[src/sv/ecsfb_pkg.sv]
// ----------------------------------------------------------------------------
// ecsfb_pkg: shared types and constants of the sorted free block table
// Entry, scan and command records passed between the sequencer and the
// cell chain, plus operation, status and sequencer state codes.
// ----------------------------------------------------------------------------
package ecsfb_pkg;

    localparam int BLOCK_W    = 16;
    localparam int COUNT_W    = 32;
    localparam int DIE_W      = 3;
    localparam int OP_W       = 2;
    localparam int STATUS_W   = 2;
    localparam int THRESH_W   = 16;
    localparam int IN_DATA_W  = 56;
    localparam int OUT_DATA_W = 48;

    localparam int ENTRIES_DEF   = 128;
    localparam int DIE_COUNT_DEF = 4;

    localparam logic [BLOCK_W-1:0]  NO_BLOCK        = '1;
    localparam logic [COUNT_W-1:0]  NO_COUNT        = '1;
    localparam logic [THRESH_W-1:0] WL_THRESHOLD_RST = 16'd100;

    typedef enum logic [OP_W-1:0] {
        OP_PUT  = 2'd0,
        OP_GET  = 2'd1,
        OP_SWAP = 2'd2
    } op_t;

    typedef enum logic [STATUS_W-1:0] {
        STAT_DONE    = 2'd0,
        STAT_NO_FREE = 2'd1,
        STAT_NO_SWAP = 2'd2
    } status_t;

    typedef enum logic [1:0] {
        S_IDLE,
        S_START,
        S_SCAN,
        S_FINISH
    } seq_state_t;

    // One table slot. The die number is kept next to the block so that a
    // get compares a few bits per cell instead of reducing the block id.
    typedef struct packed {
        logic [DIE_W-1:0]   die;
        logic [BLOCK_W-1:0] blk;
        logic [COUNT_W-1:0] cnt;
    } entry_t;

    // Scan token travelling up the chain one cell per cycle.
    typedef struct packed {
        logic   tok;
        logic   found;
        entry_t ent;
    } scan_t;

    // Broadcast from the sequencer to every cell.
    typedef struct packed {
        logic   put;
        logic   swap;
        logic   get;
        logic   hit;
        logic   scan_swap;
        entry_t ent;
    } cmd_t;

    localparam entry_t EMPTY_ENTRY = '{die: '1, blk: NO_BLOCK, cnt: NO_COUNT};

endpackage

[src/sv/ecsfb_ctrl.sv]
// ----------------------------------------------------------------------------
// ecsfb_ctrl: request sequencer of the sorted free block table
// Captures requests, launches the chain scan, decides the commit and holds
// the response register and the wear leveling threshold.
// ----------------------------------------------------------------------------
module ecsfb_ctrl #(
    parameter int DIE_COUNT = ecsfb_pkg::DIE_COUNT_DEF
) (
    input  logic                               clk,
    input  logic                               rst_n,
    input  logic                               s_axis_tvalid,
    output logic                               s_axis_tready,
    input  logic [ecsfb_pkg::IN_DATA_W-1:0]     s_axis_tdata,
    input  logic [ecsfb_pkg::OP_W-1:0]          s_axis_tuser,
    output logic                               m_axis_tvalid,
    input  logic                               m_axis_tready,
    output logic [ecsfb_pkg::OUT_DATA_W-1:0]    m_axis_tdata,
    output logic [ecsfb_pkg::STATUS_W-1:0]      m_axis_tuser,
    input  logic                               cfg_we,
    input  logic [ecsfb_pkg::THRESH_W-1:0]      cfg_wdata,
    input  ecsfb_pkg::entry_t                   head_ent,
    input  ecsfb_pkg::scan_t                    scan_last,
    output ecsfb_pkg::cmd_t                     cmd,
    output logic                               scan_start
);

    localparam int BW = ecsfb_pkg::BLOCK_W;
    localparam int CW = ecsfb_pkg::COUNT_W;
    localparam int DW = ecsfb_pkg::DIE_W;
    // Block id modulo DIE_COUNT by reciprocal: exact for 16-bit ids and
    // divisors up to eight with a shift of id width plus three.
    localparam int RECIP_SH = BW + 3;
    localparam int RECIP_W  = RECIP_SH + 1;
    localparam int PROD_W   = BW + RECIP_W;
    localparam longint RECIP = ((64'd1 << RECIP_SH) + DIE_COUNT - 1) / DIE_COUNT;
    localparam logic [BW+DW-1:0] DIV_EXT = (BW + DW)'(DIE_COUNT);
    localparam logic [DW:0]      DIV_N   = (DW + 1)'(DIE_COUNT);

    ecsfb_pkg::seq_state_t state_reg;
    ecsfb_pkg::seq_state_t state_next;

    logic [ecsfb_pkg::OP_W-1:0]     req_op_reg;
    logic [BW-1:0]                  req_blk_reg;
    logic [CW-1:0]                  req_cnt_reg;
    logic [DW-1:0]                  req_die_reg;
    logic [BW-1:0]                  req_q_reg;
    logic [ecsfb_pkg::THRESH_W-1:0] thr_reg;
    logic                           out_valid_reg;
    logic [ecsfb_pkg::OUT_DATA_W-1:0] out_data_reg;
    logic [ecsfb_pkg::STATUS_W-1:0] out_user_reg;

    logic [PROD_W-1:0]  q_prod;
    logic [BW+DW-1:0]   blk_diff;
    logic [DW-1:0]      blk_die;
    logic               accept;
    logic               fire;
    logic               item_ok;
    logic               nonempty;
    logic               swap_ok;
    logic [CW-1:0]      gap;
    ecsfb_pkg::entry_t  get_ent;
    logic [BW-1:0]      res_blk;
    logic [CW-1:0]      res_cnt;
    ecsfb_pkg::status_t res_st;

    function automatic logic [DW-1:0] die_mod(input logic [DW-1:0] x);
        logic [DW:0] r;
        r = {1'b0, x};
        for (int k = 0; k < 8; k++)
        begin
            if (r >= DIV_N)
            begin
                r = r - DIV_N;
            end
        end
        return r[DW-1:0];
    endfunction

    assign accept = s_axis_tvalid && s_axis_tready;
    assign q_prod = PROD_W'(s_axis_tdata[BW-1:0]) * PROD_W'(RECIP);

    // Remainder from the registered quotient.
    assign blk_diff = {{DW{1'b0}}, req_blk_reg} - ({{DW{1'b0}}, req_q_reg} * DIV_EXT);
    assign blk_die  = blk_diff[DW-1:0];

    always_comb
    begin
        state_next    = state_reg;
        s_axis_tready = 1'b0;
        scan_start    = 1'b0;
        unique case (state_reg)
            ecsfb_pkg::S_IDLE:
            begin
                s_axis_tready = 1'b1;
                if (s_axis_tvalid)
                begin
                    if ((s_axis_tuser == ecsfb_pkg::OP_GET) ||
                        (s_axis_tuser == ecsfb_pkg::OP_SWAP))
                    begin
                        state_next = ecsfb_pkg::S_START;
                    end
                    else
                    begin
                        state_next = ecsfb_pkg::S_FINISH;
                    end
                end
            end
            ecsfb_pkg::S_START:
            begin
                scan_start = 1'b1;
                state_next = ecsfb_pkg::S_SCAN;
            end
            ecsfb_pkg::S_SCAN:
            begin
                if (scan_last.tok)
                begin
                    state_next = ecsfb_pkg::S_FINISH;
                end
            end
            ecsfb_pkg::S_FINISH:
            begin
                if (fire)
                begin
                    state_next = ecsfb_pkg::S_IDLE;
                end
            end
            default:
            begin
                state_next = ecsfb_pkg::S_IDLE;
            end
        endcase
    end

    assign fire     = (state_reg == ecsfb_pkg::S_FINISH) && (!out_valid_reg || m_axis_tready);
    assign item_ok  = (req_blk_reg != ecsfb_pkg::NO_BLOCK) && (req_cnt_reg != ecsfb_pkg::NO_COUNT);
    assign nonempty = (head_ent.cnt != ecsfb_pkg::NO_COUNT);
    assign gap      = scan_last.ent.cnt - req_cnt_reg;
    assign swap_ok  = scan_last.found && (req_blk_reg != ecsfb_pkg::NO_BLOCK) &&
                      (scan_last.ent.cnt > req_cnt_reg) &&
                      (gap > {{(CW - ecsfb_pkg::THRESH_W){1'b0}}, thr_reg});
    // No block on the requested die falls back to the head slot.
    assign get_ent  = scan_last.found ? scan_last.ent : head_ent;

    always_comb
    begin
        res_blk = ecsfb_pkg::NO_BLOCK;
        res_cnt = '0;
        res_st  = ecsfb_pkg::STAT_DONE;
        case (req_op_reg)
            ecsfb_pkg::OP_GET:
            begin
                if (nonempty)
                begin
                    res_blk = get_ent.blk;
                    res_cnt = get_ent.cnt + CW'(1);
                end
                else
                begin
                    res_st = ecsfb_pkg::STAT_NO_FREE;
                end
            end
            ecsfb_pkg::OP_SWAP:
            begin
                if (swap_ok)
                begin
                    res_blk = scan_last.ent.blk;
                    res_cnt = scan_last.ent.cnt;
                end
                else
                begin
                    res_st = ecsfb_pkg::STAT_NO_SWAP;
                end
            end
            default:
            begin
                res_st = ecsfb_pkg::STAT_DONE;
            end
        endcase
    end

    always_comb
    begin
        cmd.put       = fire && (req_op_reg == ecsfb_pkg::OP_PUT) && item_ok;
        cmd.swap      = fire && (req_op_reg == ecsfb_pkg::OP_SWAP) && swap_ok;
        cmd.get       = fire && (req_op_reg == ecsfb_pkg::OP_GET) && nonempty;
        cmd.hit       = scan_last.found;
        cmd.scan_swap = (req_op_reg == ecsfb_pkg::OP_SWAP);
        cmd.ent.blk   = req_blk_reg;
        cmd.ent.cnt   = req_cnt_reg;
        cmd.ent.die   = (req_op_reg == ecsfb_pkg::OP_GET) ? req_die_reg : blk_die;
    end

    always_ff @(posedge clk or negedge rst_n)
    begin
        if (!rst_n)
        begin
            state_reg     <= ecsfb_pkg::S_IDLE;
            thr_reg       <= ecsfb_pkg::WL_THRESHOLD_RST;
            out_valid_reg <= 1'b0;
        end
        else
        begin
            state_reg <= state_next;
            if (cfg_we)
            begin
                thr_reg <= cfg_wdata;
            end
            if (fire)
            begin
                out_valid_reg <= 1'b1;
            end
            else if (m_axis_tready)
            begin
                out_valid_reg <= 1'b0;
            end
        end
    end

    always_ff @(posedge clk)
    begin
        if (accept)
        begin
            req_op_reg  <= s_axis_tuser;
            req_blk_reg <= s_axis_tdata[BW-1:0];
            req_cnt_reg <= s_axis_tdata[BW+CW-1:BW];
            req_die_reg <= die_mod(s_axis_tdata[BW+CW+DW-1:BW+CW]);
            req_q_reg   <= q_prod[RECIP_SH+BW-1:RECIP_SH];
        end
        if (fire)
        begin
            out_data_reg <= {res_cnt, res_blk};
            out_user_reg <= res_st;
        end
    end

    assign m_axis_tvalid = out_valid_reg;
    assign m_axis_tdata  = out_data_reg;
    assign m_axis_tuser  = out_user_reg;

endmodule

[config.mk]
export PLATFORM = sky130hd
export DESIGN_NAME = ecsfb_ctrl
export DESIGN_NICKNAME = d
export VERILOG_FILES = /design/src/sv/ecsfb_pkg.sv /design/src/sv/ecsfb_ctrl.sv
export SDC_FILE = /design/constraint.sdc
export NUM_CORES = 1
export LEC_CHECK = 0
export ABC_CLOCK_PERIOD_IN_PS = 9100
export BUFFER_PORTS_ARGS = -buffer_cell sky130_fd_sc_hd__buf_2
export CAP_MARGIN = 5
export CORE_MARGIN = 4
export CORE_UTILIZATION = 47
export CTS_CLUSTER_DIAMETER = 60
export CTS_CLUSTER_SIZE = 12
export DETAILED_ROUTE_END_ITERATION = 10
export PLACE_DENSITY = 0.81
export SYNTH_ARGS = -nofsm -noshare
export SYNTH_HDL_FRONTEND = slang
export SYNTH_SLANG_ARGS = --single-unit
[constraint.sdc]
create_clock -name clk -period 9.1 [get_ports clk]
set_input_delay 2.73 -clock clk [delete_from_list [all_inputs] [get_ports clk]]
set_output_delay 2.73 -clock clk [all_outputs]
set_load 0.01 [all_outputs]
=== Yosys cells after proc, flatten, opt, wreduce, memory -nomap -nowiden ===
Index checks and enable logic that the tools add are counted.

* Register bits: 123
* Bits in latches: 0
* Bits in writable memories: 0
* Bits in read-only memories: 0
* Input port bits: 183
* Output and inout bits: 109
* Memories: 0

* Add/subtract/negate cells: 11
* $mul: 0
* Divide/modulo/power cells: 0
* Order comparisons: 10
* Equality and inequality tests: 13
* Shift operators: 0
* Multiplexer cells: 35
* Bitwise operators: 0
* Reduce and logical (&&, ||, !) cells: 19

{| class="wikitable"
|+ Operators with widths
! cell !! number
|-
| $mux 32 || 2
|-
| $ne 32x32->1 const B || 2
|-
| $pmux 32 s2 || 1
|-
| $mux 4 || 14
|-
| $mux 48 || 1
|-
| $add 32x1->32 const B || 1
|-
| $gt 32x16->1 || 1
|-
| $gt 32x32->1 || 1
|-
| $mux 16 || 2
|-
| $pmux 16 s2 || 1
|-
| $sub 32x32->32 || 1
|-
| $ge 4x3->1 const B || 7
|-
| $sub 4x3->4 const B || 6
|-
| $ne 16x16->1 const B || 1
|-
| $logic_and 1x1->1 || 12
|-
| $mux 2 || 5
|-
| $eq 2x2->1 const B || 4
|-
| $pmux 2 s4 || 1
|-
| $eq 2x1->1 const B || 3
|-
| $mux 3 || 2
|-
| $ne 2x2->1 const B || 3
|-
| $mux 1 || 5
|-
| $logic_not 2->1 || 2
|-
| $pmux 2 s2 || 1
|-
| 8 further kinds || 9
|}

=== Longest topological paths before layout ===
* Depth in word-level cells: 24
* Depth in mapped cells: 20
* Mapped depth without buffers: 19

=== Least setup slack after synthesis ===
OpenSTA, ideal clock, no wires.

* Path type: in2out
* Start point: input port scan_last[7] (netlist name)
* End point: output port cmd[54] (netlist name)
* Arrival: 6408 ps
* Required time: 6370 ps
* Path slack: -38 ps
* Cell stages on the path: 17
* Buffers on the path: 1
* Path through: ha_1 > and3_1 > a221o_1 > and4_1 > or3_1 > a31oi_1 > xnor2_1 > ha_1 > nand4_1 > nor4_1 > a22oi_1 > a211o_1 > nor4_1 > nand4_1 > o21ai_2 > buf_2 > nor2_1

{| class="wikitable"
|+ RTL lines
! element !! RTL line !! source
|-
| from (decl) || ecsfb_ctrl.sv:22 || <nowiki>input ecsfb_pkg::scan_t scan_last,</nowiki>
|-
| to (decl) || ecsfb_ctrl.sv:23 || <nowiki>output ecsfb_pkg::cmd_t cmd,</nowiki>
|}

==> flow_summary.ini <==
[run_status]
run_status = finished with violations
violations = setup timing

[timing]
tightest_slew_ns = 1.180
timing.final.crit_share_pct = 102.3
finalCriticalPeriod_ns = 9.307
finalSetupViolCount = 1
fmax_mhz = 107.4
skew_ns = 0.007951
final_hold_viol_count = 0
grt_setup_unrepaired = yes
timing.slew.headroom_pct = 21.32
fin_ws_ns = -0.2069
whs_ns = 0.5221
finalMaxSlewViolations = 0

[die]
rows = 49
core-area_um2 = 18210
die_h_um = 145.0
die_w_um = 145.0
die_area_um2 = 21030
io_pins = 292
initial_core_util_pct = 48.45

[synthesis]
ys_seq_area_share_pct = 40.49
avgSynthCellArea_um2 = 9.199
synth_edf_count = 103
syn_inst = 959
yosys.area.top_type_share_pct = 35.06
ys.flop_type = edfxtp_1
synthArstFlopShare_pct = 15.57
ys_ff_latch = 122
synth-compound-area-share_pct = 16.82
syn_area_um2 = 8822
synth_area_leaders = edfxtp_1 (35%), ha_1 (8.4%), nand2_1 (6.0%), dfrtp_1 (4.5%), o21ai_0 (3.8%)
synthXorXnorAreaFrac_pct = 4.964
synth_cell_types = 67
synth-simple-area-share_pct = 18.05
synth_most_common_cell = nand2_1
synth_adder_area_share_pct = 8.595
synth_area_leader_cell = edfxtp_1
synth_top_family_by_area = simple AND/OR/NAND/NOR gates
synth.area.mux_share_pct = 6.013
synth_common_cells = nand2_1 (142), edfxtp_1 (103), o21ai_0 (67), inv_1 (65), ha_1 (59)
yosysWarnings = 0

[route]
post_drt_via_cell_ratio = 5.746
dr_total_vias = 8786
first_iter_violations = 832
drcViolationCount = 0
drt_first_pass_iters = 5
wl_per_cell_um = 18.83
wl_mm = 28.80
ant_nets = 0

[worst_setup_path]
crit_type = input port to output pin
rr_worst_depth = 19
crit_required_ns = 6.37
arrival_ns = 6.58
startpoint_type = input port
r2r-end = m_axis_tdata[23]$_DFFE_PP_
reg2reg_from = req_cnt_reg[6]$_DFFE_PP_
worstSetupEndpointType = output pin
critPathMaxFanout = 3
r2r_slack_ns = 4.04

[place]
place_congestion = 0.9601
port_buffers = 279
dp_hpwl_mm = 22.32
placed_cell_area_um2 = 10790

[hold_path]
holdCritStartpoint = thr_reg[2]$_DFFE_PN1P_
min_to = thr_reg[2]$_DFFE_PN1P_
hold_depth = 2
hold_class = flip-flop to flip-flop

[global_routing]
grt_overflow = 0
grt_pass1_wl_mm = 44.66
antenna_found_initial = 5
grt_pass1_vias = 8498
track_usage_pct = 26.45
grt_max_degree = 79

[job]
drv_cap = 0

[finish]
fillCellCount = 1439
area_delta_synth_final_pct = 31.71
num-nets-final = 1524
largest_reg_flops = 48
drive_gt1_share_pct = 33.69
register_area_um2 = 3572
finalInstanceArea_um2 = 11620
final_util_pct = 63.82
multi_input_area_um2 = 4985

[clocking]
cts_sinks = 122
path_clk_slew_ns = 0.06
cts_buffer_depth = 2
root_buffer = clkbuf_16
cts_buffers = 17
cts_htree_levels = 4
cts_tree = built
clk_latency_ns = 0.43

[power]
peakVddDrop_mv = 0.1712
leakagePower_nw = 5.146
power_per_cell_area_nw_per_um2 = 216.4
finalPower_mw = 2.515
==> worst max-delay path by stage <==
| stage | start | end | slack (ns) | depth (start not counted) |
|---|---|---|---|---|
| after floorplan | scan_last[7] | cmd[54] | 0.02 | 18 |
| after global placement | scan_last[8] | cmd[54] | -0.47 | 19 |
| after detailed placement | scan_last[6] | cmd[54] | -0.50 | 19 |
| after CTS | scan_last[0] | cmd[54] | -0.15 | 22 |
| after global routing | scan_last[0] | cmd[54] | -0.40 | 22 |
| final | scan_last[0] | cmd[54] | -0.21 | 22 |
==> metrics by stage <==
stage / TNS, ns / worst slack [ns] / instances
final: -0.2069 / -0.2069 / 1529
after CTS: -0.1512 / -0.1512 / 1520
after global routing: -0.4042 / -0.4042 / 1528
after global placement: -0.4719 / -0.4719 / 1486
after detailed placement: -0.4971 / -0.4971 / 1486
after floorplan: 0 / 0.01984 / 962
==> placed cells by master (no fill, tap or decap), types with 33 or more instances in the layout <==
cell type,instances
inv_1,64
nand4_1,33
nand3_1,36
edfxtp_1,103
buf_4,66
buf_2,277
nand2_1,142
o21ai_0,67
a21oi_1,52
o22ai_1,35
nor2_1,40
ha_1,53
==> report_power, final <==
part	switching [mW]	internal, mW
Combinational	0.576	0.389
Sequential	0.0523	0.775
Clock	0.262	0.460
Total	0.891	1.62
==> cell type report <==
type	count	share of cell area, %
Inverter	65	2.100
Clock buffer	18	3.693
Sequential cell	122	30.74
Antenna cell	6	0.1292
Multi-Input combinational cell	731	42.90
Tap cell	229	2.466
Timing Repair Buffer	344	16.29
Clock inverter	14	1.680
==> what timing repair did <==
item | in CTS | in global routing
setup endpoints to repair | 1 | 1
hold buffers | 0 | 0
setup buffers | 2 | 3
resized for setup | 15 | 10
pin swaps | 18 | 15
==> metal layers <==
| metal | global-route usage (%) | wire length [um] |
|---|---|---|
| met1 | 35.80 | 11850 |
| met2 | 42.21 | 13560 |
| met3 | 4.646 | 2299 |
| met4 | 11.16 | 1091 |
| met5 | 0 | 0 |
==> cell families after synthesis <==
kind of cell | after synthesis
adder cells (fa/ha/maj) | 60
multiplexers | 50
XOR/XNOR | 50
flip-flops | 122
buffers and inverters | 109
AND/OR/NAND/NOR | 329
AO/OA/AOI/OAI | 238
other | 1
==> critical path: stages <==
cell	delay, ns
buf_6	0.07
inv_2	0.04
ha_4	0.16
fa_2	0.39
nand2b_4	0.16
a21o_1	0.20
a211oi_2	0.22
buf_4	0.15
or2_4	0.11
a21oi_2	0.05
xnor2_1	0.14
ha_1	0.33
a21oi_1	0.14
nand2_1	0.08
a221oi_2	0.30
a22oi_2	0.12
a211o_1	0.25
nor4_2	0.31
nand4_1	0.20
o21ai_4	0.20
nor2_2	0.07
buf_2	0.14
(Power assumes the default switching activity.)
