File: src/sv/ecsfb_pkg.sv
// ----------------------------------------------------------------------------
// ecsfb_pkg: shared types and constants of the sorted free block table
// Entry, scan and command records passed between the sequencer and the
// cell chain, plus operation, status and sequencer state codes.
// ----------------------------------------------------------------------------
package ecsfb_pkg;

    localparam int BLOCK_W    = 16;
    localparam int COUNT_W    = 32;
    localparam int DIE_W      = 3;
    localparam int OP_W       = 2;
    localparam int STATUS_W   = 2;
    localparam int THRESH_W   = 16;
    localparam int IN_DATA_W  = 56;
    localparam int OUT_DATA_W = 48;

    localparam int ENTRIES_DEF   = 128;
    localparam int DIE_COUNT_DEF = 4;

    localparam logic [BLOCK_W-1:0]  NO_BLOCK        = '1;
    localparam logic [COUNT_W-1:0]  NO_COUNT        = '1;
    localparam logic [THRESH_W-1:0] WL_THRESHOLD_RST = 16'd100;

    typedef enum logic [OP_W-1:0] {
        OP_PUT  = 2'd0,
        OP_GET  = 2'd1,
        OP_SWAP = 2'd2
    } op_t;

    typedef enum logic [STATUS_W-1:0] {
        STAT_DONE    = 2'd0,
        STAT_NO_FREE = 2'd1,
        STAT_NO_SWAP = 2'd2
    } status_t;

    typedef enum logic [1:0] {
        S_IDLE,
        S_START,
        S_SCAN,
        S_FINISH
    } seq_state_t;

    // One table slot. The die number is kept next to the block so that a
    // get compares a few bits per cell instead of reducing the block id.
    typedef struct packed {
        logic [DIE_W-1:0]   die;
        logic [BLOCK_W-1:0] blk;
        logic [COUNT_W-1:0] cnt;
    } entry_t;

    // Scan token travelling up the chain one cell per cycle.
    typedef struct packed {
        logic   tok;
        logic   found;
        entry_t ent;
    } scan_t;

    // Broadcast from the sequencer to every cell.
    typedef struct packed {
        logic   put;
        logic   swap;
        logic   get;
        logic   hit;
        logic   scan_swap;
        entry_t ent;
    } cmd_t;

    localparam entry_t EMPTY_ENTRY = '{die: '1, blk: NO_BLOCK, cnt: NO_COUNT};

endpackage

File: src/sv/ecsfb_cell.sv
// ----------------------------------------------------------------------------
// ecsfb_cell: one slot of the sorted free block chain
// Holds one entry, shifts it up or down on a commit, and forwards the scan
// token with the entry it has selected so far.
// ----------------------------------------------------------------------------
module ecsfb_cell (
    input  logic             clk,
    input  logic             rst_n,
    input  ecsfb_pkg::cmd_t   cmd,
    input  logic             tail,
    input  ecsfb_pkg::entry_t left_ent,
    input  logic             left_gt,
    input  ecsfb_pkg::entry_t right_ent,
    input  ecsfb_pkg::scan_t  scan_in,
    output ecsfb_pkg::entry_t ent,
    output logic             gt,
    output ecsfb_pkg::scan_t  scan_out
);

    ecsfb_pkg::entry_t ent_reg;
    ecsfb_pkg::entry_t ent_next;
    ecsfb_pkg::entry_t sel_reg;
    logic              tok_reg;
    logic              found_reg;
    logic              valid;
    logic              gt_eff;
    logic              take;

    assign valid  = (ent_reg.cnt != ecsfb_pkg::NO_COUNT);
    assign gt     = (ent_reg.cnt > cmd.ent.cnt);
    // The tail slot is always the insert point when nothing below it is.
    assign gt_eff = gt | tail;
    assign take   = valid && (cmd.scan_swap || (!scan_in.found && (ent_reg.die == cmd.ent.die)));

    always_comb
    begin
        ent_next = ent_reg;
        if (cmd.put || (cmd.swap && valid))
        begin
            if (left_gt)
            begin
                ent_next = left_ent;
            end
            else if (gt_eff)
            begin
                ent_next = cmd.ent;
            end
        end
        else if (cmd.get)
        begin
            if (!cmd.hit || found_reg)
            begin
                ent_next = right_ent;
            end
        end
    end

    always_ff @(posedge clk or negedge rst_n)
    begin
        if (!rst_n)
        begin
            ent_reg <= ecsfb_pkg::EMPTY_ENTRY;
            tok_reg <= 1'b0;
        end
        else
        begin
            ent_reg <= ent_next;
            tok_reg <= scan_in.tok;
        end
    end

    always_ff @(posedge clk)
    begin
        if (scan_in.tok)
        begin
            found_reg <= scan_in.found | take;
            sel_reg   <= take ? ent_reg : scan_in.ent;
        end
    end

    assign ent      = ent_reg;
    assign scan_out = '{tok: tok_reg, found: found_reg, ent: sel_reg};

endmodule

File: config.mk
export PLATFORM = sky130hd
export DESIGN_NAME = ecsfb_cell
export DESIGN_NICKNAME = d
export VERILOG_FILES = /design/src/sv/ecsfb_pkg.sv /design/src/sv/ecsfb_cell.sv
export SDC_FILE = /design/constraint.sdc
export NUM_CORES = 1
export LEC_CHECK = 0
export BUFFER_PORTS_ARGS = -buffer_cell sky130_fd_sc_hd__clkbuf_2
export CAP_MARGIN = 40
export CORE_AREA = 5 5 121 123
export CTS_BUF_LIST = sky130_fd_sc_hd__clkbuf_2
export DETAILED_ROUTE_END_ITERATION = 12
export DIE_AREA = 0 0 126 128
export PLACE_DENSITY = 0.84
export SLEW_MARGIN = 10
export SYNTH_ARGS = -nofsm -noshare
export SYNTH_HDL_FRONTEND = slang
export SYNTH_SLANG_ARGS = --single-unit
File: constraint.sdc
create_clock -name clk -period 8.2 [get_ports clk]
set_clock_uncertainty 0.1 [all_clocks]
set_input_delay 0 -clock clk [delete_from_list [all_inputs] [get_ports clk]]
set_output_delay 0 -clock clk [all_outputs]
set_load 0.1 [all_outputs]
-- After elaboration in Yosys (flattened, before gate mapping)
Index checks and enable logic that the tools add are counted.
W data, S select, Z words.
- input bits: 215
- register bits after elaboration: 104
- output and inout bits: 105
- word-level logic and storage cells: 31
- reduce and logical (&&, ||, !) cells: 11
- magnitude comparators: 1
- muxes and demuxes: 6
- bitwise gates (word level): 2
- equal/unequal tests: 3
- operators with widths (kind ; number):
    $mux W51 ; 6
    $gt A32 B32 Y1 ; 1
    $ne A32 B32 Y1 const B ; 1
    $reduce_bool A2 Y1 ; 2
    $eq A3 B3 Y1 ; 1
    $logic_and A1 B1 Y1 ; 3
    $logic_or A1 B1 Y1 ; 3
    $ne A3 B3 Y1 const B ; 1
    $reduce_and A3 Y1 ; 1
    $logic_not A1 Y1 ; 2
    $or A1 B1 Y1 ; 2

-- Logic depth before layout (Yosys ltp)
Gate-level depths: netlist of the first run.
- depth after elaboration: 5
- mapped depth: 9
- depth with buffers taken out: 8

-- Worst setup path after synthesis of the first run
Ideal clock, no wire load.
- path type: register to register
- start point: register ent_reg (netlist bit ent[1])
- end point: register ent_reg (netlist bit ent[10])
- path buffers: 1
- setup time: 82 ps
- stages on the path, launching flop included: 9
- period minus slack after synthesis: 3135 ps
- slack: 5065 ps
- data required time: 8018 ps
- arrival time: 2953 ps
- cells stage by stage: dfstp_2 -> ha_1 -> nor2b_1 -> o211ai_1 -> a2111oi_0 -> o31a_1 -> o41ai_4 -> buf_6 -> mux2_4
- cells in the longest elaborated chain, start to end: 5
- elaborated cells between the ends (all ways): 10
- classes of those cells: 1 x order compare; 2 x eq/ne; 1 x mux; 1 x bitwise; 5 x reduce/logical
- ends and longest elaborated chain (what ; line ; text):
    from (decl) ; ecsfb_cell.sv:20 ; ecsfb_pkg::entry_t ent_reg;
    from (signal assigned) ; ecsfb_cell.sv:62 ; ent_reg <= ecsfb_pkg::EMPTY_ENTRY;
    from (signal assigned) ; ecsfb_cell.sv:67 ; ent_reg <= ent_next;
    branches (longest 5 deep; another with $gt A32 B32 Y1) ; - ;
Parallel ways; which one is timed is not known.
A chain may end at the register's enable or synchronous reset.

-- Final worst setup path of the first run
- start point: register ent_reg (netlist bit ent[3])
- end point: register ent_reg (netlist bit ent[23])
Same word-level chain as after synthesis.

==> results of run 1 <==
-- layer usage --
metal  GRT usage (%)  share of wire, %  up-vias
met1            31.6                35     2985
li1                -                 -     2807
met2            54.4                54      323
met3            6.00               6.8       88
met5               0                 0        -
met4            15.1               4.5        0
-- synthesized netlist by cell type, types with 3 or more instances --
cell	n	share of area (%)
inv_1	32	1.9
nor4_1	4	0.39
edfxtp_1	52	24
ha_1	32	6.2
o21ai_0	34	2.6
mux2_2	122	21
buf_6	5	0.87
or2_2	3	0.29
a21oi_1	13	1.0
clkbuf_1	19	1.1
nand2_1	38	2.2
xor2_1	3	0.41
dfstp_2	51	21
mux2_4	49	11
nand4_1	14	1.4
-- what timing repair did --
action                                  in CTS  in global routing
hold endpoints to repair                   208                  0
endpoints found under the setup margin       0                  0
hold buffers                               170                  0
gates resized for setup                      0                  0
-- stage by stage --
stage,setup slack [ps],power (mW)
6_report,4110,2.07
5_1_grt,4030,2.14
4_1_cts,3490,2.05
3_5_place_dp,4440,1.71
3_3_place_gp,4580,1.70
2_1_floorplan,5060,1.52
-- power groups by stage --
| stage | Sequential, mW | Combinational, mW | Clock [mW] |
|---|---|---|---|
| 6_report | 0.732 | 1.08 | 0.254 |
| 5_1_grt | 0.742 | 1.13 | 0.276 |
| 4_1_cts | 0.727 | 1.07 | 0.255 |
| 3_5_place_dp | 0.737 | 0.975 | 0 |
| 3_3_place_gp | 0.730 | 0.966 | 0 |
| 2_1_floorplan | 1.25 | 0.267 | 0 |
-- path summary, 6_finish.rpt --
path / slack [ps] / cells past startpoint / start / end
max in group asynchronous: 7070 / 4 / rst_n / ent[16]
worst min register to register: 550 / 1 / ent[38] / ent[38]
min in group asynchronous: 460 / 4 / rst_n / tok_reg
worst max register to register: 4110 / 9 / ent[3] / ent[23]
worst min-delay path: 60 / 5 / tail / ent[14]
worst max-delay path: 4110 / 9 / ent[3] / ent[23]
-- area by class of cell --
class	count	area share (%)
antenna	1	0.0249
clock buffer	10	0.498
clock inverter	6	0.598
inverter	32	1.20
multi-input combinational	339	32.7
sequential	104	29.1
tap	180	2.24
timing repair buffer	497	33.6
-- cells in the final DEF, fill, tap and decap left out, types with 4 or more instances in the layout --
cell,n
mux2_2,122
inv_1,32
dfstp_2,51
nand4_1,14
clkbuf_2,328
o21ai_0,34
a21oi_1,13
mux2_4,49
ha_1,32
dlygate4sd3_1,170
buf_4,7
nor4_1,4
edfxtp_1,52
nand2_1,38
-- worst register-to-register path: cells and delay by family (launching register included) --
family / cells / cell delay (ps)
muxes: 2 / 670
AOI/OAI and AO/OA: 1 / 240
and+or+nand+nor: 3 / 800
buffers and inverters: 3 / 1550
DFF: 1 / 670
-- cell families after synthesis --
group | count (synthesis) | synth area share, %
AOI/OAI and AO/OA | 61 | 5.70
DFF | 104 | 45.2
and+or+nand+nor | 70 | 5.47
adders and majority gates | 32 | 6.18
xor gates and xnor gates | 3 | 0.406
muxes | 173 | 32.9
buffers and inverters | 59 | 4.14
==> metrics.yaml, run 1 <==
clock-sinks: 104
vdd_drop_max_mv: 0.145
cp_cell_sequence: "nand4_1 -> nor4_1 -> nand2_1 -> a21oi_4 -> buf_4 -> mux2_2 -> dlygate4sd3_1 -> mux2_4 -> dlygate4sd3_1"
crit_family: "buffers and inverters"
placementRows: 43
power.density_nw_per_um2: 206
syn-instance-count: 502
cp.arrival_ps: 4560
path_max_fanout: 28
min_path_type: "input pin to flip-flop"
cp-end-kind: "flip-flop"
die_area_um2: 16100
finish.utilization_pct: 74.1
initialDrtViolationCount: 333
stdcell_area_um2: 10000
power_switching_mw: 1.00
cp.required_ps: 8670
timing.fmax_ghz: 0.244
htreeDepth: 3
cp_common_cell: "dlygate4sd3_1"
grt.overflow.total: 0
drt_first_pass_iters: 4
cts_buffer_depth: 2
netlist-cell-type-count: 38
pwr-share-comb_pct: 52.3
initial_utilization_pct: 47.7
period_needed_ps: 4090
yosysWarnings: 0
drive_gt1_share_pct: 57.9
timing.final.crit_share_pct: 49.9
clkSlewWorstSetupHoldPaths_ps: 280
worstSetupStartpointType: "flip-flop"
switching_share_pct: 48.6
antenna_found_initial: 0
cts_setup_buffers: 0
p_leak_nw: 4.72
gp_congestion: 0.822
seq_power_share_pct: 35.4
cts_tree: "done"
crit_path_max_incr_delay_ps: 670
drc: 0
finalSetupTns_ps: 0
setup_viol: 0
async_reset_ff_share_pct: 50.0
crit_buf_inv: 3
routed_wl_um: 24400
multiInputGateArea_um2: 3290
core_area_um2: 13600
viasPerCell: 5.31
critPathSlowestCell: "dfstp_2"
report.final.slew_viol_count: 0
finalNetCount: 1230
postPlaceCellArea_um2: 8210
crit_type: "flip-flop to flip-flop"
avgRoutedWirePerCell_um: 20.9
fill_cells: 875
place_inst: 981
p_clk_share_pct: 12.3
die_w_um: 126
ant_nets: 0
outcome: "finished clean"
synth_fp_nets: 749
grt_pass1_wl_um: 36700
grt_pass1_vias: 6913
grt_max_degree: 84
io_buffers: 319
cts_buffers: 9
final_cells: 1169
synth_seq_area_share_pct: 45.2
regArea_um2: 2930
intPower_mw: 1.06
worstSkewPairLatency_ps: 640
max_cap_viol_count: 0
clockRootBuffer: "clkbuf_2"
slew-limit-headroom_pct: 41.4
yosys_register_bits: 104
tightest_slew_ps: 879
hpwl_um: 15200
track_usage_pct: 29.4
syn_area_per_cell_um2: 12.9
ios: 320
netlist_area_um2: 6470
syn_to_final_growth_pct: 55.1
synth_edf_count: 52
whs_ps: 61.5
die_h_um: 128
synth_ff_type: "edfxtp_1"
rsz0062_at_grt: "no"
hold_viol_final: 0
vias: 6203
Note: power is estimated with default switching activity, not from simulation.
==> run 2: changes to the inputs <==
--- a/config.mk
+++ b/config.mk
@@ -7,11 +7,12 @@
 export LEC_CHECK = 0
 export BUFFER_PORTS_ARGS = -buffer_cell sky130_fd_sc_hd__clkbuf_2
 export CAP_MARGIN = 40
-export CORE_AREA = 5 5 121 123
+export CORE_ASPECT_RATIO = 1.4
+export CORE_MARGIN = 5
+export CORE_UTILIZATION = 43
 export CTS_BUF_LIST = sky130_fd_sc_hd__clkbuf_2
 export DETAILED_ROUTE_END_ITERATION = 12
-export DIE_AREA = 0 0 126 128
-export PLACE_DENSITY = 0.84
+export PLACE_DENSITY = 0.79
 export SLEW_MARGIN = 10
 export SYNTH_ARGS = -nofsm -noshare
 export SYNTH_HDL_FRONTEND = slang
==> constraint.sdc (replaced) <==
create_clock -name clk -period 3.4 [get_ports clk]
set_clock_uncertainty 0.1 [all_clocks]
set_input_delay 0 -clock clk [delete_from_list [all_inputs] [get_ports clk]]
set_output_delay 0 -clock clk [all_outputs]
set_load 0.1 [all_outputs]
==> run 2 against run 1 <==
Net effect: the run now fails in clock tree synthesis (4_1_cts); synthesized area stayed put; synthesized cell count is the same.
==> metrics.yaml, run 2 <==
outcome: "did not finish"  # was finished clean
haltStage: "clock tree synthesis (4_1_cts)"
tool.error: "[ERROR RSZ-0060] Max buffer count reached."
placementRows: 53  # was 43
initial_utilization_pct: 43.4  # was 47.7%
cts_hold_buf: 203  # was 170
clockRootBuffer: "clkbuf_2"  # unchanged
ios: 320  # unchanged
cts_buffer_depth: 2  # unchanged
syn_area_per_cell_um2: 12.9  # unchanged
die_h_um: 155  # was 128 µm
hpwl_um: 15800  # was 15200 µm
synth_fp_nets: 749  # unchanged
synth_seq_area_share_pct: 45.2  # unchanged
synth.largest_area_cell: "edfxtp_1"  # unchanged
yosysMostFrequentCell: "mux2_2"  # unchanged
async_reset_ff_share_pct: 50.0  # unchanged
yosysWarnings: 0  # unchanged
cts_resized: 0  # unchanged
syn-instance-count: 502  # unchanged
die_w_um: 114  # was 126 µm
yosys_register_bits: 104  # unchanged
cts_setup_buffers: 0  # unchanged
ys_top_cells_by_area: "edfxtp_1, mux2_2, dfstp_2, mux2_4, ha_1"  # unchanged
synth_edf_count: 52  # unchanged
pre_cts_ws_ps: 298  # was 4440 ps
yosysTopAreaCellShare_pct: 24.1  # unchanged
netlist-cell-type-count: 38  # unchanged
htreeDepth: 3  # unchanged
netlist_area_um2: 6470  # unchanged
synth_commonest_cells: "mux2_2, edfxtp_1, dfstp_2"  # unchanged
synth_ff_type: "edfxtp_1"  # unchanged
io_buffers: 319  # unchanged
clock-sinks: 104  # unchanged
cts_buffers: 9  # unchanged
gp_congestion: 0.800  # was 0.822
[run 2: cell counts after synthesis]
No cell type changed its count.
[run 2: logic make-up after synthesis]
kind of cell    after synthesis  share of synthesized area (%)
flops                       104                           45.2
fa+ha+maj                    32                           6.18
mux                         173                           32.9
simple gates                 70                           5.47
xor+xnor                      3                          0.406
compound gates               61                           5.70
buf+inv                      59                           4.14
[run 2: per-stage QoR]
| step | utilization, % | area [µm²] | hold WS [ps] | std cells |
|---|---|---|---|---|
| floorplan | - | 6470 | -396 | 502 |
| global placement | 55.6 | 8300 | 181 | 995 |
| detailed placement | 55.8 | 8320 | 196 | 996 |
==> run 3: changes to the inputs <==
--- a/config.mk
+++ b/config.mk
@@ -7,12 +7,10 @@
 export LEC_CHECK = 0
 export BUFFER_PORTS_ARGS = -buffer_cell sky130_fd_sc_hd__clkbuf_2
 export CAP_MARGIN = 40
-export CORE_ASPECT_RATIO = 1.4
 export CORE_MARGIN = 5
-export CORE_UTILIZATION = 43
-export CTS_BUF_LIST = sky130_fd_sc_hd__clkbuf_2
+export CORE_UTILIZATION = 40
 export DETAILED_ROUTE_END_ITERATION = 12
-export PLACE_DENSITY = 0.79
+export PLACE_DENSITY_LB_ADDON = 0.15
 export SLEW_MARGIN = 10
 export SYNTH_ARGS = -nofsm -noshare
 export SYNTH_HDL_FRONTEND = slang
==> constraint.sdc (replaced) <==
create_clock -name clk -period 4.42 [get_ports clk]
set_clock_uncertainty 0.1 [all_clocks]
set_input_delay 0 -clock clk [delete_from_list [all_inputs] [get_ports clk]]
set_output_delay 0 -clock clk [all_outputs]
set_load 0.1 [all_outputs]
==> run 3 against run 2 <==
Net effect: the flow now finishes without violations.
==> metrics.yaml, run 3 (same netlist as run 1, synthesis figures left out) <==
crit_type: "flip-flop to flip-flop"
period_needed_ps: 3290
gp_congestion: 0.799  # was 0.800
drive_gt1_share_pct: 61.7
tightest_slew_ps: 818
die_w_um: 137  # was 114 µm
ios: 320  # unchanged
clockRootBuffer: "clkbuf_16"  # was clkbuf_2
rr_worst_depth: 8
cp.required_ps: 4580
ant_nets: 0
hold_viol_final: 0
syn_to_final_growth_pct: 48.3
die_area_um2: 18800
viasPerCell: 4.95
core_area_um2: 15900
vdd_drop_max_mv: 0.255
grt_pass1_vias: 6279
routed_wl_um: 21600
cp-endpoint: "ent[0]"
drt_first_pass_iters: 4
min_path_type: "input pin to flip-flop"
placementRows: 46  # was 53
finalNetCount: 1166
grt_pass1_wl_um: 32700
path_max_fanout: 23
rrSetupSlack_ps: 1130
cts_hold_buf: 105  # was 203
track_usage_pct: 22.5
p_leak_nw: 4.50
r2r_end: "ent[0]"
final_common_cell: "clkbuf_2"
worstSkewPairLatency_ps: 350
cts_buffer_depth: 2  # unchanged
slew-limit-headroom_pct: 45.4
cts_setup_buffers: 0  # unchanged
cp-end-kind: "flip-flop"
cts_buffers: 9  # unchanged
initialDrtViolationCount: 188
antenna_found_initial: 3
grt.overflow.total: 0
timing.fmax_ghz: 0.304
worstSetupStartpointType: "flip-flop"
clkSlewWorstSetupHoldPaths_ps: 70
timing.final.crit_share_pct: 74.4
cp.arrival_ps: 3450
grt_max_degree: 54
io_buffers: 319  # unchanged
report.final.slew_viol_count: 0
avgRoutedWirePerCell_um: 18.9
r2r-start: "ent[3]"
crit_start: "ent[3]"
max_cap_viol_count: 0
setup_viol: 0
drc: 0
mostFrequentLayoutCells: "clkbuf_2, mux2_2, dlygate4sd3_1"
outcome: "finished clean"  # was did not finish
clock-sinks: 104  # unchanged
power.density_nw_per_um2: 415
whs_ps: 20.5
hpwl_um: 16000  # was 15800 µm
htreeDepth: 3  # unchanged
finish.utilization_pct: 60.4
die_h_um: 137  # was 155 µm
initial_utilization_pct: 40.8  # was 43.4%
cts_tree: "done"
finalSetupTns_ps: 0
rsz0062_at_grt: "no"
vias: 5653
cts_resized: 0  # unchanged
-- run 3: how the worst min path moves through the flow --
stage                             from      end  slack (ps)  depth (start not counted)
after floorplan                  rst_n  tok_reg        -400                          0
after global placement           rst_n  tok_reg          90                          2
after detailed placement         rst_n  tok_reg         100                          2
after CTS                 left_ent[12]  ent[12]          10                          5
after global routing      left_ent[15]  ent[15]          30                          5
final                     left_ent[12]  ent[12]          20                          5
-- run 3: metrics by stage --
step | setup WS [ps] | total power, mW | std cells | area [µm²]
after floorplan | 1280 | 2.81 | 502 | 6470
after detailed placement | 1260 | 3.18 | 1019 | 8280
after global placement | 1310 | 3.16 | 1019 | 8280
after global routing | 998 | 4.15 | 1142 | 9600
final | 1130 | 3.98 | 1143 | 9600
after CTS | 1170 | 4.01 | 1140 | 9590
-- run 3: report_power, final --
part	switching [mW]	internal [mW]
Sequential	0.123	1.23
Combinational	1.35	0.529
Clock	0.366	0.384
-- run 3: layer usage --
layer	wire (µm)	vias up	GRT usage [%]
met1	8300	2748	25.8
met2	11500	197	41.4
met4	525	2	8.37
met5	13	-	0
li1	-	2676	-
met3	1280	30	4.49
-- run 3: critical path: stages (launching register included) --
cell	delay (ps)
dfstp_2	590
nand4_1	130
nor4_1	440
nand2_1	240
a21oi_4	600
buf_12	260
mux2i_1	200
dlygate4sd3_1	570
mux2i_1	70
-- run 3: area by class of cell --
type                       instances  area [µm²]
fill                            1316        6290
multi-input combinational        339        3290
sequential                       104        2930
timing repair buffer             433        2730
tap                              216         270
clock buffer                      13         240
inverter                          32         120
clock inverter                     3        17.5
antenna                            3        7.51
==> run 4: changes to the inputs <==
==> constraint.sdc (replaced) <==
create_clock -name clk -period 2.9 [get_ports clk]
set_clock_uncertainty 0.1 [all_clocks]
set_input_delay 0 -clock clk [delete_from_list [all_inputs] [get_ports clk]]
set_output_delay 0 -clock clk [all_outputs]
set_load 0.1 [all_outputs]
==> run 4 against run 3 <==
Net effect: routed wire length increased by 2.2%; total power increased by 63%; first-iteration DRC count decreased by 12%; clock-buffer cell count decreased by 3; via count increased by 4.0%; core utilization increased by 4.4 points; die area unchanged; clock power increased by 79%; register-to-register slack got worse by 1100 ps; final cell count increased by 3.5%; sequential cell count unchanged; largest cell class unchanged; largest power group unchanged.
==> metrics.yaml, run 4 (same netlist as run 1, synthesis figures left out) <==
outcome: "finished clean"  # unchanged
drt_first_pass_iters: 4  # unchanged
cts_buffers: 9  # unchanged
tightest_slew_ps: 856  # was 818 ps
die_area_um2: 18800  # unchanged
worst_slack_ps: 58.1  # was 1130 ps
grt_pass1_wl_um: 33300  # was 32700 µm
pre_cts_ws_ps: -205  # was 1260 ps
cts_buffer_depth: 2  # unchanged
die_h_um: 137  # unchanged
setup_viol: 0  # unchanged
min_path_type: "input pin to flip-flop"  # unchanged
final_common_cell: "clkbuf_2"  # unchanged
cts_tree: "done"  # unchanged
syn_to_final_growth_pct: 59.1  # was 48.3%
finalNetCount: 1208  # was 1166
die_w_um: 137  # unchanged
period_needed_ps: 2840  # was 3290 ps
clock-sinks: 104  # unchanged
clockRootBuffer: "clkbuf_16"  # unchanged
initialDrtViolationCount: 165  # was 188
crit_type: "flip-flop to flip-flop"  # unchanged
crit_start: "ent[30]"  # was ent[3]
r2r-start: "ent[30]"  # was ent[3]
p_clk_share_pct: 20.6  # was 18.8%
ant_nets: 0  # unchanged
cp.arrival_ps: 3030  # was 3450 ps
clkSlewWorstSetupHoldPaths_ps: 70  # about the same
intPower_mw: 3.63  # was 2.15 mW
timing.fmax_ghz: 0.352  # was 0.304 GHz
path_max_fanout: 22  # was 23
viasPerCell: 4.97  # was 4.95
initial_utilization_pct: 40.8  # unchanged
htreeDepth: 3  # unchanged
report.final.slew_viol_count: 0  # unchanged
cp-end-kind: "flip-flop"  # unchanged
worstSetupStartpointType: "flip-flop"  # unchanged
track_usage_pct: 22.9  # was 22.5%
ios: 320  # unchanged
power_switching_mw: 2.87  # was 1.84 mW
seq_power_share_pct: 31.6  # was 34.1%
slew-limit-headroom_pct: 42.9  # was 45.4%
min_from: "left_ent[0]"  # was left_ent[12]
max_cap_viol_count: 0  # unchanged
drc: 0  # unchanged
crit_path_max_incr_delay_ps: 610  # was 600 ps
cp.required_ps: 3090  # was 4580 ps
antenna_found_initial: 1  # was 3
cp_cell_sequence: "buf_4 -> nand4_1 -> nor4_2 -> buf_4 -> nand2_2 -> buf_6 -> a21oi_4 -> buf_6 -> buf_12 -> mux2_2 -> mux2_4"  # was nand4_1 -> nor4_1 -> nand2_1 -> a21oi_4 -> buf_12 -> mux2i_1 -> dlygate4sd3_1 -> mux2i_1
final_cells: 1183  # was 1143
avgRoutedWirePerCell_um: 18.7  # was 18.9 µm
vdd_drop_max_mv: 0.404  # was 0.255 mV
power.density_nw_per_um2: 631  # was 415 nW/µm²
drive_gt1_share_pct: 64.5  # was 61.7%
io_buffers: 319  # unchanged
critPathSlowestCell: "dfstp_4"  # was a21oi_4
vias: 5877  # was 5653
grt_max_degree: 83  # was 54
core_area_um2: 15900  # unchanged
hold_viol_final: 0  # unchanged
grt_pass1_vias: 6530  # was 6279
p_leak_nw: 4.85  # was 4.50 nW
mostFrequentLayoutCells: "clkbuf_2, mux2_2, dlygate4sd3_1"  # unchanged
hpwl_um: 16000  # about the same
grt.overflow.total: 0  # unchanged
gp_congestion: 0.801  # was 0.799
routed_wl_um: 22100  # was 21600 µm
whs_ps: 16.3  # was 20.5 ps
timing.final.crit_share_pct: 98.0  # was 74.4%
pwr-share-comb_pct: 47.8  # was 47.1%
placementRows: 46  # unchanged
place_inst: 1056  # was 1019
worstSkewPairLatency_ps: 360  # was 350 ps
switching_share_pct: 44.1  # was 46.1%
-- run 4: changes by cell type in the layout (fill, tap and decap cells not counted), moves of 6 or more --
cell     change
buf_4       +27
buf_12       +6
dfstp_4     +25
buf_6        +8
dfstp_2     -25
-- run 4: power by group through the flow --
| stage | clock network [mW] | logic (mW) | registers, mW |
|---|---|---|---|
| final | 1.34 | 3.11 | 2.05 |
| after floorplan | 0 | 0.758 | 3.58 |
| after CTS | 1.38 | 3.11 | 2.05 |
| after detailed placement | 0 | 2.97 | 2.06 |
| after global placement | 0 | 2.94 | 2.05 |
| after global routing | 1.43 | 3.25 | 2.07 |
-- run 4: repair_timing --
action,4_1_cts,5_1_grt
pin swaps,5,4
hold endpoints to repair,130,0
hold buffers,104,0
endpoints found under the setup margin,51,52
buffers inserted,8,0
gates cloned,3,0
gates resized for setup,15,4
-- run 4: area by class of cell --
cell class | count | area [µm²]
fillers | 1282 | 5590
multi-input cells | 339 | 3360
repair buffers | 475 | 3210
flip-flops and latches | 104 | 3020
well taps | 216 | 270
clock buffers | 10 | 229
inverters | 32 | 120
clock inverters | 6 | 92.6
diodes | 1 | 2.50
-- run 4: path summary, 6_finish.rpt --
path	to	slack, ps	cells after the start
setup / recovery	ent[30]	60	11
hold / removal	ent[0]	20	4
setup reg to reg	ent[30]	60	11
hold reg to reg	ent[41]	530	1
max in group asynchronous	ent[23]	1710	3
min in group asynchronous	ent[8]	510	2
-- run 4: worst max-delay path: cells and delay by family, from the launching register on --
family,cells,cell delay [ps]
multiplexers,2,660
buffers and inverters,5,720
flip-flops,1,610
AND/OR/NAND/NOR,3,500
AO/OA/AOI/OAI,1,160
-- run 4: through the flow --
stage	total power [mW]	util, %	setup TNS (ps)	area [µm²]
2_1_floorplan	4.33	-	0	6580
4_1_cts	6.53	64.6	0	10300
3_3_place_gp	4.99	55.0	-8760	8740
6_report	6.50	64.8	0	10300
5_1_grt	6.75	64.8	-5.65	10300
3_5_place_dp	5.03	55.0	-8720	8740
-- run 4: per-layer routing --
metal  wire [µm]  up-vias  global-route usage (%)  share of wire (%)
li1            -     2768                       -                  -
met1        8640     2854                    26.7                 39
met2       11700      225                    42.6                 53
met3        1370       28                    4.60                6.2
met4         351        2                    6.15                1.6
met5          13        -                       0              0.059
